===== config.mk =====
export PLATFORM = sky130hd
export DESIGN_NAME = lcsmt_line_eval
export DESIGN_NICKNAME = d
export VERILOG_FILES = /design/src/design/lcsmt_pkg.sv /design/src/design/lcsmt_line_eval.sv
export SDC_FILE = /design/constraint.sdc
export NUM_CORES = 1
export LEC_CHECK = 0
export BUFFER_PORTS_ARGS = -buffer_cell sky130_fd_sc_hd__clkbuf_2
export CORE_MARGIN = 2
export CORE_UTILIZATION = 30
export CTS_CLUSTER_SIZE = 14
export DETAILED_ROUTE_END_ITERATION = 16
export PLACE_DENSITY = 0.56
export SKIP_CTS_REPAIR_TIMING = 1
export SLEW_MARGIN = 5
export SYNTH_ARGS = -nofsm -noshare
export SYNTH_HDL_FRONTEND = slang
export SYNTH_SLANG_ARGS = --single-unit

===== constraint.sdc =====
create_clock -name clk -period 8.82 [get_ports clk]
set_input_delay 0.441 -clock clk [delete_from_list [all_inputs] [get_ports clk]]
set_output_delay 0.441 -clock clk [all_outputs]
set_load 0.1 [all_outputs]

===== src/design/lcsmt_pkg.sv =====
// ----------------------------------------------------------------------------
// lcsmt_pkg: shared types and constants of the segment max tree
// Field widths, command codes, sequencer states and the node storage word.
// ----------------------------------------------------------------------------
package lcsmt_pkg;

  localparam int SLOPE_W = 32;
  localparam int ICPT_W  = 48;
  localparam int VALUE_W = 64;
  localparam int LEFT_W  = 10;
  localparam int RIGHT_W = 11;
  localparam int QX_W    = 10;

  localparam logic CMD_INSERT = 1'b0;
  localparam logic CMD_QUERY  = 1'b1;

  // One tree node: a stored line and its occupancy flag
  typedef struct packed {
    logic                      valid;
    logic signed [SLOPE_W-1:0] slope;
    logic signed [ICPT_W-1:0]  icpt;
  } node_t;

  typedef enum logic [3:0] {
    ST_CLEAR,
    ST_IDLE,
    ST_WL,
    ST_WR,
    ST_WS,
    ST_DRD,
    ST_DCHK,
    ST_DEV1,
    ST_DEV2,
    ST_DCMP,
    ST_QRD,
    ST_QCHK,
    ST_QW,
    ST_QACC,
    ST_QPUT
  } state_t;

endpackage


===== src/design/lcsmt_line_eval.sv =====
// ----------------------------------------------------------------------------
// lcsmt_line_eval: shared line evaluator
// Computes slope*x + intercept in two registered stages (multiply, add).
// ----------------------------------------------------------------------------
module lcsmt_line_eval #(
  parameter int XW = 11
) (
  input  logic                                 clk,
  input  logic signed [lcsmt_pkg::SLOPE_W-1:0] k,
  input  logic signed [lcsmt_pkg::ICPT_W-1:0]  b,
  input  logic        [XW-1:0]                 x,
  output logic signed [lcsmt_pkg::VALUE_W-1:0] y
);

  localparam int PRW = lcsmt_pkg::SLOPE_W + XW + 1;

  logic signed [PRW-1:0]                 prod_r;
  logic signed [lcsmt_pkg::ICPT_W-1:0]   b_r;
  logic signed [lcsmt_pkg::VALUE_W-1:0]  y_r;

  // Multiply stage
  always_ff @(posedge clk) begin
    prod_r <= k * $signed({1'b0, x});
    b_r    <= b;
  end

  // Add stage
  always_ff @(posedge clk) begin
    y_r <= {{(lcsmt_pkg::VALUE_W-PRW){prod_r[PRW-1]}}, prod_r}
         + {{(lcsmt_pkg::VALUE_W-lcsmt_pkg::ICPT_W){b_r[lcsmt_pkg::ICPT_W-1]}}, b_r};
  end

  assign y = y_r;

endmodule


==> metrics.yaml <==
hold_viol: 0
crit_top_cell: "fa_1"
path_depth: 19
path_clk_slew_ns: 0.06
cts_buffers: 17
initial_utilization_pct: 30.4
synth_edf_count: 0
cap_violations: 0
ys_types: 64
fillers: 5972
fmax_mhz: 164
placed_area_um2: 18800
drt_wl_total_um: 42900
r2r-start: "prod_r[0]"
drcViolationCount: 0
wl_per_cell_um: 15.3
grt_overflow: 0
route.vias.total: 12800
cts_tree: "built"
critical_path_class: "in2reg"
grt_pass1_vias: 13400
final-instance-count-excl-fill: 2804
gp_congestion: 0.910
coreArea_um2: 57700
io_buffers: 155
critPathSlowestCell: "fa_1"
htreeDepth: 4
root_buffer: "clkbuf_16"
seq_area_frac_synth_pct: 16.1
setup_tns_ns: 0
path_cells: "clkbuf_2, nand2_1, fa_1, fa_1, fa_1, inv_1, fa_1, fa_1, ha_1, o21ai_0, nor2_1, nand4_1, o21ai_0, a21oi_1, a21oi_1, a221o_1, a21oi_1, o21bai_1, xnor2_1"
fp.dieArea_um2: 60400
rr_endpoint: "y[48]"
cp-start-kind: "input pin"
drt_iter0_markers: 572
hold_class: "in2reg"
synth-seq-cells: 141
regToRegSetupSlack_ns: 5.22
ys_warn_count: 0
setup_viol: 0
drive_gt1_share_pct: 9.52
fin_area_um2: 19500
cpLargestDelayFamily: "adder cells"
slew_headroom_pct: 49.8
outcome: "finished, final reports clean"
syn-num-nets: 2489
endpoint_kind: "flop"
fin_nets: 2565
placedCellCount: 2771
worst_hold_slack_ns: 0.105
cts.path.max_buffers: 2
grt_max_degree: 33
cp_max_fo: 32
syn_inst: 1949
cts.sinks: 141
async_flop_share_pct: 0
slowest_delay_ns: 0.60
worstPathArrival_ns: 6.45
synth_ff_type: "dfxtp_1"
ff2ff_path_depth: 13
antenna_found_initial: 5
vias_per_cell: 4.56
syn_to_final_growth_pct: 11.0
min_period_ns: 6.09
num_rows: 88
fin_skew_ns: 0.00952
die_w_um: 246
crit_start: "x[3]"
worstPathRequired_ns: 9.18
post-route-period-util_pct: 69.0
num_io_pins: 156
worstSkewPairLatency_ns: 0.43
grt_pass1_wl_um: 70900
path_buf_inv: 2
netlist_area_um2: 17500
postRouteAntennaNets: 0
grtUsageTotal_pct: 14.6
cp-endpoint: "prod_r[43]"
tightest_slew_ns: 0.753
syn_avg_cell_area_um2: 9.00
die_y_um: 246
rsz0062_at_grt: "no"
dr.pass1.iters: 5
dp_hpwl_um: 36200
maxSlewViolCount: 0
[metal layers]
| metal | global-route usage, % | vias to the layer above | share of wire, % |
|---|---|---|---|
| met3 | 2.50 | 52 | 4.9 |
| met2 | 22.9 | 290 | 44 |
| met1 | 20.5 | 6298 | 48 |
| li1 | - | 6145 | - |
| met5 | 0 | - | 0.13 |
| met4 | 4.39 | 8 | 2.1 |
[kinds of logic after synthesis]
| kind of cell | synth area share [%] |
|---|---|
| compound gates | 10.0 |
| xor+xnor | 4.34 |
| fa+ha+maj | 45.1 |
| buf+inv | 10.6 |
| flops | 16.1 |
| mux | 0.0571 |
| simple gates | 13.8 |
[how the worst min path moves through the flow]
stage,depth (start not counted),startpoint,end
floorplan,1,b_r[0],y[0]
CTS,1,b[2],b_r[2]
global route,1,b[3],b_r[3]
finish,1,b[2],b_r[2]
global placement,1,b_r[0],y[0]
detailed placement,1,b_r[0],y[0]
[synthesized netlist by cell type, types with 16 or more instances]
cell	instances	area [um^2]
nand2_1	307	1150
a21o_1	53	398
nor2_1	33	124
and2_1	100	626
fa_1	306	6130
nand3_1	16	80.1
a21oi_1	87	435
o21ai_0	40	200
dfxtp_1	141	2820
inv_1	381	1430
xnor2_1	54	473
clkbuf_1	75	282
xor2_1	33	289
ha_1	142	1780
[cell usage in the layout (no fill, tap or decap), types with 3 or more instances in the layout]
cell / netlist / routed
a211o_1: 3 / 3
a211oi_1: 3 / 3
a21o_1: 53 / 53
a21oi_1: 87 / 87
a221o_1: 4 / 4
a31oi_1: 9 / 9
and2_1: 100 / 100
and3_1: 9 / 9
and4_1: 3 / 3
bufinv_16: 0 / 4
clkbuf_16: 0 / 17
clkbuf_2: 2 / 155
clkinv_4: 0 / 3
dfxtp_1: 141 / 141
fa_1: 306 / 306
ha_1: 142 / 142
inv_1: 381 / 381
nand2_1: 307 / 307
nand2b_1: 8 / 8
nand3_1: 16 / 16
nand4_1: 13 / 13
nor2_1: 33 / 33
nor2b_1: 6 / 6
nor3_1: 9 / 9
nor3b_1: 3 / 3
nor4_1: 3 / 3
o211ai_1: 7 / 7
o21a_1: 15 / 15
o21ai_0: 40 / 40
o21ai_1: 4 / 4
o21bai_1: 12 / 12
o221ai_1: 3 / 3
or3_1: 3 / 3
xnor2_1: 54 / 54
xor2_1: 33 / 33
[final cells by class]
cell class	count	area, um^2	share of cell area [%]
inverter	381	1430	7.35
sequential	141	2820	14.5
multi-input combinational	1329	12900	66.0
timing repair buffer	155	776	3.99
tap	765	957	4.92
antenna	1	2.50	0.0129
clock buffer	19	433	2.22
clock inverter	13	189	0.971
[state kept, by name, summed over array words and instances (netlist names)]
signal / count
b_r: 48
prod_r: 44
y: 49
[per-stage QoR]
stage / setup slack, ns / utilization [%]
finish: 2.73 / 33.7
global placement: 2.40 / 32.7
CTS: 2.78 / 33.7
detailed placement: 2.32 / 32.7
floorplan: 3.37 / -
global route: 2.41 / 33.7
Power is left out: the tool's default activity adds up to more than one toggle a clock period on the data nets, which glitch-free logic cannot reach.
